File: config.mk
export PLATFORM = sky130hd
export DESIGN_NAME = slit_div
export DESIGN_NICKNAME = d
export VERILOG_FILES = /design/src/hw/rtl/slit_pkg.sv /design/src/hw/rtl/slit_div.sv
export SDC_FILE = /design/constraint.sdc
export NUM_CORES = 1
export LEC_CHECK = 0
export BUFFER_PORTS_ARGS = -buffer_cell sky130_fd_sc_hd__buf_2
export CORE_MARGIN = 1
export CORE_UTILIZATION = 45
export CTS_BUF_LIST = sky130_fd_sc_hd__clkbuf_2 sky130_fd_sc_hd__clkbuf_4 sky130_fd_sc_hd__clkbuf_8
export DETAILED_ROUTE_END_ITERATION = 10
export GPL_ROUTABILITY_DRIVEN = 1
export PLACE_DENSITY = 0.74
export SETUP_SLACK_MARGIN = 0.15
export SLEW_MARGIN = 20
export SYNTH_ARGS = -nofsm -noshare
export SYNTH_HDL_FRONTEND = slang
export SYNTH_SLANG_ARGS = --single-unit
File: constraint.sdc
create_clock -name clk -period 18.16 [get_ports clk]
set_input_delay 5.448 -clock clk [delete_from_list [all_inputs] [get_ports clk]]
set_output_delay 5.448 -clock clk [all_outputs]
set_load 0.005 [all_outputs]
File: src/hw/rtl/slit_pkg.sv
package slit_pkg;

  localparam int WaveW = 16;
  localparam int LevelW = 32;
  localparam int HeldW = 13;
  localparam int MagW = 49;
  localparam int StepW = 6;

  localparam logic [1:0] ACT_CLEAR = 2'd0;
  localparam logic [1:0] ACT_LOAD = 2'd1;
  localparam logic [1:0] ACT_QUERY = 2'd2;
  localparam logic [1:0] ACT_NOP = 2'd3;

  localparam logic [1:0] ST_OK = 2'd0;
  localparam logic [1:0] ST_NONE = 2'd1;
  localparam logic [1:0] ST_FULL = 2'd2;
  localparam logic [1:0] ST_WINDOW = 2'd3;

  localparam logic CFG_LOW = 1'b0;
  localparam logic CFG_HIGH = 1'b1;

  typedef struct packed {
    logic [WaveW-1:0] wave;
    logic signed [LevelW-1:0] level;
  } entry_t;

  typedef struct packed {
    logic start;
    logic [MagW-1:0] dividend;
    logic [WaveW-1:0] divisor;
  } div_req_t;

endpackage

File: src/hw/rtl/slit_div.sv
module slit_div (
  input  logic                               clk,
  input  logic                               rst,
  input  slit_pkg::div_req_t                 req,
  output logic                               done,
  output logic [slit_pkg::MagW-1:0]          quotient
);

  logic [slit_pkg::WaveW-1:0] divisor;
  logic [slit_pkg::WaveW-1:0] rem;
  logic [slit_pkg::StepW-1:0] steps;
  logic                       busy;
  logic [slit_pkg::WaveW:0]   rem_sh;
  logic [slit_pkg::WaveW:0]   rem_sub;

  assign rem_sh = {rem, quotient[slit_pkg::MagW-1]};
  assign rem_sub = rem_sh - {1'b0, divisor};

  always_ff @(posedge clk) begin
    if (rst) begin
      busy <= 1'b0;
      done <= 1'b0;
    end else begin
      done <= 1'b0;
      if (req.start) begin
        busy <= 1'b1;
        steps <= '0;
        rem <= '0;
        divisor <= req.divisor;
        quotient <= req.dividend;
      end else if (busy) begin
        if (rem_sh >= {1'b0, divisor}) begin
          rem <= rem_sub[slit_pkg::WaveW-1:0];
          quotient <= {quotient[slit_pkg::MagW-2:0], 1'b1};
        end else begin
          rem <= rem_sh[slit_pkg::WaveW-1:0];
          quotient <= {quotient[slit_pkg::MagW-2:0], 1'b0};
        end
        steps <= steps + 1'b1;
        if (steps == slit_pkg::StepW'(slit_pkg::MagW - 1)) begin
          busy <= 1'b0;
          done <= 1'b1;
        end
      end
    end
  end

endmodule

# Yosys cells after proc, flatten, opt, wreduce, memory -nomap -nowiden
# Index checks and enable logic that the tools add are counted.
totals:
  ff_bits: 89
  latchBits: 0
  ram_bits: 0
  rom_bits: 0
  input_bits: 68
  output_inout_bits: 50
  elab_cells: 26
  n_memories: 0
classes:
  add_sub_neg: 2
  multipliers: 0
  n_div: 0
  n_lt_le_gt_ge: 1
  n_eq_ne: 1
  shift: 0
  n_mux: 10
  n_bitwise: 2
  n_reduce_logical: 4
ops:
  columns: ["operator", "n"]
  rows:
  - ["$mux W49", 2]
  - ["$mux W16", 2]
  - ["$ge A17 B16 Y1", 1]
  - ["$sub A16 B16 Y16", 1]
  - ["$add A6 B1 Y6 const B", 1]
  - ["$eq A6 B6 Y1 const B", 1]
  - ["$mux W6", 1]
  - ["$mux W1", 5]
  - ["$reduce_and A2 Y1", 2]
  - ["$reduce_or A3 Y1", 1]
  - ["$not A1 Y1", 2]
  - ["$reduce_bool A2 Y1", 1]

# Logic depth before layout (Yosys ltp)
# Gate-level depths: netlist of the first run.
depth:
  word_depth: 4
  ltp_mapped: 12
  depth_no_buf: 10

# Least setup slack after synthesis of the first run
# Ideal clock, no wire load.
synth_timing:
  kind: "input -> register"
  start: "input port req[65] (netlist name)"
  end: "register quotient[0] (netlist name) (enable)"
  t_arrival_ns: 9.105
  path_slack_ns: 8.555
  stages: 4
  path_buffers: 2
  path_cell_list: "clkbuf_1 clkbuf_1 nor2_1 nor2_1"
synth_between:
  elab_chain_len: 2
synth_lines:
  columns: ["item", "line", "text"]
  rows:
  - ["from (decl)", "slit_div.sv:4", "input slit_pkg::div_req_t req,"]
  - ["$reduce_bool A2 Y1 (no source line)", null, null]
  - ["$reduce_and A2 Y1 (no source line)", null, null]
  - ["to (signal assigned)", "slit_div.sv:30", "quotient <= req.dividend;"]
  - ["to (signal assigned)", "slit_div.sv:34", "quotient <= {quotient[slit_pkg::MagW-2:0], 1'b1};"]
  - ["to (signal assigned)", "slit_div.sv:37", "quotient <= {quotient[slit_pkg::MagW-2:0], 1'b0};"]
  - ["to (decl)", "slit_div.sv:6", "output logic [slit_pkg::MagW-1:0] quotient"]
# No other way between the ends.
# A chain may end at the register's enable or synchronous reset.

# Final worst setup path of the first run
layout_timing:
  start: "input port req[65] (netlist name)"
  end: "register steps[2] (netlist name) (enable)"
layout_between:
  elab_chain_len: 2
layout_lines:
  columns: ["item", "line", "text"]
  rows:
  - ["$reduce_bool A2 Y1 (no source line)", null, null]
  - ["$reduce_and A2 Y1 (no source line)", null, null]
  - ["to (signal assigned)", "slit_div.sv:39", "steps <= steps + 1'b1;"]
  - ["to (decl)", "slit_div.sv:11", "logic [slit_pkg::StepW-1:0] steps;"]
# No other way between the ends.

==> metrics, run 1 <==
vias in the first global route 2911; total CTS buffers 9; Antenna Nets Post-Route 0; CTS Sinks 89; Initial Util 0.463; Fmax 0.131 GHz; layout cell share with drive strength beyond 1 0.413; post-layout net count 544; Area Overhead vs Synth 20.4%; Worst Path Required 18.16 ns; core box area 0.00973 sq mm; adder-cell share of the synthesized area 0.0545; run status finished clean; syn_area_per_cell 13.4 sq um; Post-synth EDFFs 87; placed cells 579; largest family of logic cells by synthesized area multiplexers; clock skew 0.0148 ns; Compound-Gate Fraction of Synth Area 0.0759; CTS tree yes; max cap viols 0; largest net degree at the start of global routing 73; row count 36; WL final 8.71 mm; met3 usage 0.0534; slowest stage cell, crit path buf_4; Clock Pin Slew Worst Setup and Hold Paths 0.09 ns; hold crit path type register to register; synth top area cells edfxtp_1, mux2_2, ha_1, nor2_1, mux2i_1; Critical Path End Type register; later-pin clock latency in the skew report 0.36 ns; post-DP HPWL 6.17 mm; fin cells 595; drt pass-1 iters 4; Iter 0 DRT Violations 106; crit path max fanout 72; Cell Area, Placed 0.00522 sq mm; Final Cycle Share 0.421; top-count cell post-synth edfxtp_1; worst path cell trace buf_2, buf_4, nor2_1, nor2_4, buf_4; Rel. slew slack 0.445; r2r worst-path depth 8; Worst EP arrival 7.65 ns; GRT Overall Usage 0.172; H-tree depth 3; Wirelength per Cell 14.6 microns; top-level I/O count 118; Peak VDD IR 0.0547 mV; Cells after Synth 336; grt peak-use layer met2; RR Endpoint rem[1]; Synth top area share 0.580; setup bufs post-CTS 0; syn_nets 423; Die W 102 microns; Final Max Tran Viols 0; Worst Hold End done; asr flop ratio synth 0; RSZ-0062 raised after global routing no; Yosys cell types 46; power density cells 90.3 mW/mm^2; Mapped Area 0.00450 sq mm; hold path depth 1; critical path startpoint category primary input; r2r setup slk 15.10 ns; kind of critical path primary input to register; FF-to-FF Start rem[7]; Synth Flop Type edfxtp_1; post-CTS sizing 0; GR Layer Usage met1 0.222; global-route wire length before repair 13.8 mm; GP Congestion 0.853; Max Root-Sink Buffers 2; Hold Path Origin busy; post-synthesis mux area share 0.150; Port Buffers 117; #FFs+latches synth 89; # hold bufs at CTS 0; root cell of the clock tree clkbuf_8; worst hold slack 0.510 ns; slowest stage delay, CP 0.65 ns; final-report setup violation count 0; Die Area 0.0104 sq mm; final hold violations 0; GRT Residual Overflow 0; largest area contributor in the netlist edfxtp_1; Seq/Total Area, Yosys 0.589; grt met2 use 0.280; Worst-Margin Slew 0.833 ns; P_leak 2.27 nW; crit path time final 7.65 ns; list of most frequent post-synthesis cells edfxtp_1, mux2_2, nor2_1; DRC 0; Synth Area in XOR/XNOR 0.0292; die height 102 microns; post-route cell area 0.00542 sq mm; Synth warnings 0; via/cell ratio 5.12; Setup TNS 0 ns; antenna violations before repair 1; vias 3044; Post-Synth Simple-Gate Area 0.0673; Crit path top cell by count buf_4; ant diodes 0
area by class of cell:
type / instances / area (sq um)
Multi-Input combinational cell: 213 / 1700
Timing Repair Buffer: 121 / 616
Clock buffer: 9 / 124
Clock inverter: 7 / 72.6
Inverter: 23 / 86.3
Tap cell: 133 / 166
Fill cell: 848 / 4310
Sequential cell: 89 / 2650
placed cells by master (no fill, tap or decap), types with 2 or more instances in the layout:
| cell type | synthesis | layout |
|---|---|---|
| a211oi_1 | 4 | 4 |
| a21o_1 | 6 | 6 |
| a21oi_1 | 11 | 11 |
| a31oi_1 | 4 | 4 |
| buf_2 | 0 | 117 |
| buf_4 | 1 | 4 |
| clkbuf_8 | 0 | 9 |
| clkinv_4 | 0 | 2 |
| dfxtp_1 | 2 | 2 |
| edfxtp_1 | 87 | 87 |
| ha_1 | 18 | 18 |
| inv_1 | 23 | 23 |
| inv_8 | 0 | 2 |
| mux2_2 | 49 | 49 |
| mux2i_1 | 11 | 11 |
| nand2_1 | 14 | 14 |
| nand3_1 | 3 | 3 |
| nand4_1 | 3 | 3 |
| nor2_1 | 33 | 32 |
| nor2b_1 | 3 | 3 |
| nor3_1 | 3 | 3 |
| o21a_1 | 5 | 5 |
| o21ai_0 | 9 | 9 |
| o22ai_1 | 2 | 2 |
| xnor2_1 | 8 | 8 |
| xor2_1 | 7 | 7 |
per-stage QoR:
stage	setup WS, ns	utilization	power, mW
after floorplan	8.55	-	0.335
final	10.51	0.557	0.489
after global routing	10.34	0.557	0.515
after CTS	10.47	0.557	0.494
after global placement	10.16	0.537	0.358
after detailed placement	10.10	0.537	0.361
metal layers:
layer / wire length, microns / share of wire / vias to the layer above
li1: - / - / 1494
met1: 3790 / 0.44 / 1456
met2: 4330 / 0.50 / 82
met3: 496 / 0.057 / 10
met4: 76 / 0.0087 / 2
met5: 11 / 0.0013 / -
sequential cells by signal (all words and copies together) (netlist names):
register	count
quotient	49
divisor	16
rem	16
steps	6
busy	1
done	1
report_power, final:
group,switching [mW],internal [mW],leakage (nW)
combinational,0.0536,0.0495,1.33
clock,0.0788,0.0537,0.0966
sequential,0.00774,0.246,0.849
total,0.140,0.349,2.27
worst max-delay path by stage:
stage	start	to	slack (ns)	cells past startpoint
after global placement	req[65]	quotient[5]	10.16	5
after detailed placement	req[65]	quotient[5]	10.10	5
after floorplan	req[65]	quotient[0]	8.55	4
after CTS	req[65]	quotient[4]	10.47	5
final	req[65]	steps[2]	10.51	5
after global routing	req[65]	steps[2]	10.34	5
worst max-delay path: cells and delay by family:
kind / cells / cell delay (ns)
buf+inv: 3 / 1.36
simple gates: 2 / 0.79
kinds of logic after synthesis:
group | count (synthesis)
adder cells (fa/ha/maj) | 19
flip-flops | 89
XOR/XNOR | 15
multiplexers | 61
buffers and inverters | 34
AND/OR/NAND/NOR | 67
AO/OA/AOI/OAI | 51
Power figures use the tool's default switching activity.
==> run 2: changes to the inputs <==
Settings changed: PLACE_DENSITY 0.74 to 0.76.
Clock period 18.16 ns to 6.8 ns, I/O delays scaled along.
==> metrics, run 2 (synthesis gave the netlist of run 1 again) <==
antenna violations before repair 0; clock skew 0.0149 ns; critical path startpoint category primary input; layout filler cell count 861; RSZ-0062 raised after global routing no; FF/Latch Area 0.00265 sq mm; post-DP HPWL 6.59 mm; GRT Residual Overflow 0; Setup TNS 0 ns; post-route cell area 0.00543 sq mm; Peak VDD IR 0.139 mV; crit path max fanout 71; Util after Layout 0.558; Fmax 0.258 GHz; Area Overhead vs Synth 20.6%; ant diodes 0; GP Congestion 0.835; setup ws final 2.93 ns; via/cell ratio 5.23; worst path cell trace buf_2, buf_4, inv_1, nor2_1, buf_4; setup bufs post-CTS 0; Worst Path Required 6.85 ns; Crit path top cell by count buf_4; CTS tree yes; Final Max Tran Viols 0; max cap viols 0; Crit. Startpoint req[65]; FF-to-FF Start divisor[1]; Top Registers quotient x49, divisor x16, rem x16; commonest non-fill, non-tap cell in the layout buf_2; Hold Path Origin busy; Antenna Nets Post-Route 0; pre-CTS setup slack 2.55 ns; kind of critical path primary input to register; DRC 0; Critical Path End Type register; WL final 9.26 mm; post-layout net count 544; slowest stage delay, CP 0.65 ns; GRT Overall Usage 0.181; final hold violations 0; crit path time final 3.87 ns; Port Buffers 117; Iter 0 DRT Violations 118; CTS Sinks 89; Worst EP arrival 3.93 ns; vias in the first global route 3024; slowest stage cell, crit path buf_4; multi-input logic area 0.00170 sq mm; Final Cycle Share 0.570; P_leak 2.27 nW; cell family with most CP delay buffers and inverters; total CTS buffers 9; row count 36; Rel. slew slack 0.447; final-report setup violation count 0; worst hold slack 0.491 ns; Reg with most FFs quotient; post-CTS sizing 0; largest net degree at the start of global routing 72; later-pin clock latency in the skew report 0.36 ns; drt pass-1 iters 4; Wirelength per Cell 15.6 microns; hold crit path type register to register; H-tree depth 3; root cell of the clock tree clkbuf_8; Initial Util 0.463; core box area 0.00973 sq mm; Cell Area, Placed 0.00522 sq mm; # hold bufs at CTS 0; top-level I/O count 118; Die Area 0.0104 sq mm; commonest non-fill, non-tap cells in the layout buf_2, edfxtp_1, mux2_2; power density cells 246 mW/mm^2; run status finished clean; fin cells 595; Worst-Margin Slew 0.827 ns; number of flip-flops in the largest register 49; Clock Pin Slew Worst Setup and Hold Paths 0.10 ns; crit path buf inv count 4; power after layout 1.34 mW; die height 102 microns; global-route wire length before repair 14.3 mm; Die W 102 microns; placed cells 579; Max Root-Sink Buffers 2; layout cell share with drive strength beyond 1 0.413; r2r setup slk 3.83 ns; vias 3109
run 2: per-layer routing:
layer  GRT usage  wire, microns  vias to the layer above
met5           0              0                        -
met4      0.0736            176                        0
met3      0.0438            500                       19
met2       0.300           4690                      104
met1       0.229           3900                     1496
li1            -              -                     1490
run 2: final timing paths:
path | end | depth (start not counted)
worst min-delay path | done | 1
worst max-delay path | divisor[8] | 5
worst max register to register | rem[1] | 10
worst min register to register | done | 1
run 2: cell type report:
class                      instances  area share
multi-input combinational        213       0.314
clock inverter                     6      0.0136
tap                              133      0.0307
inverter                          23      0.0159
timing repair buffer             121       0.113
clock buffer                      10      0.0242
sequential                        89       0.489
run 2: report_power, final:
part	internal [mW]	switching (mW)	leakage, nW
Clock	0.179	0.200	0.0984
Sequential	0.657	0.0205	0.849
Combinational	0.133	0.149	1.33
Total	0.968	0.369	2.27
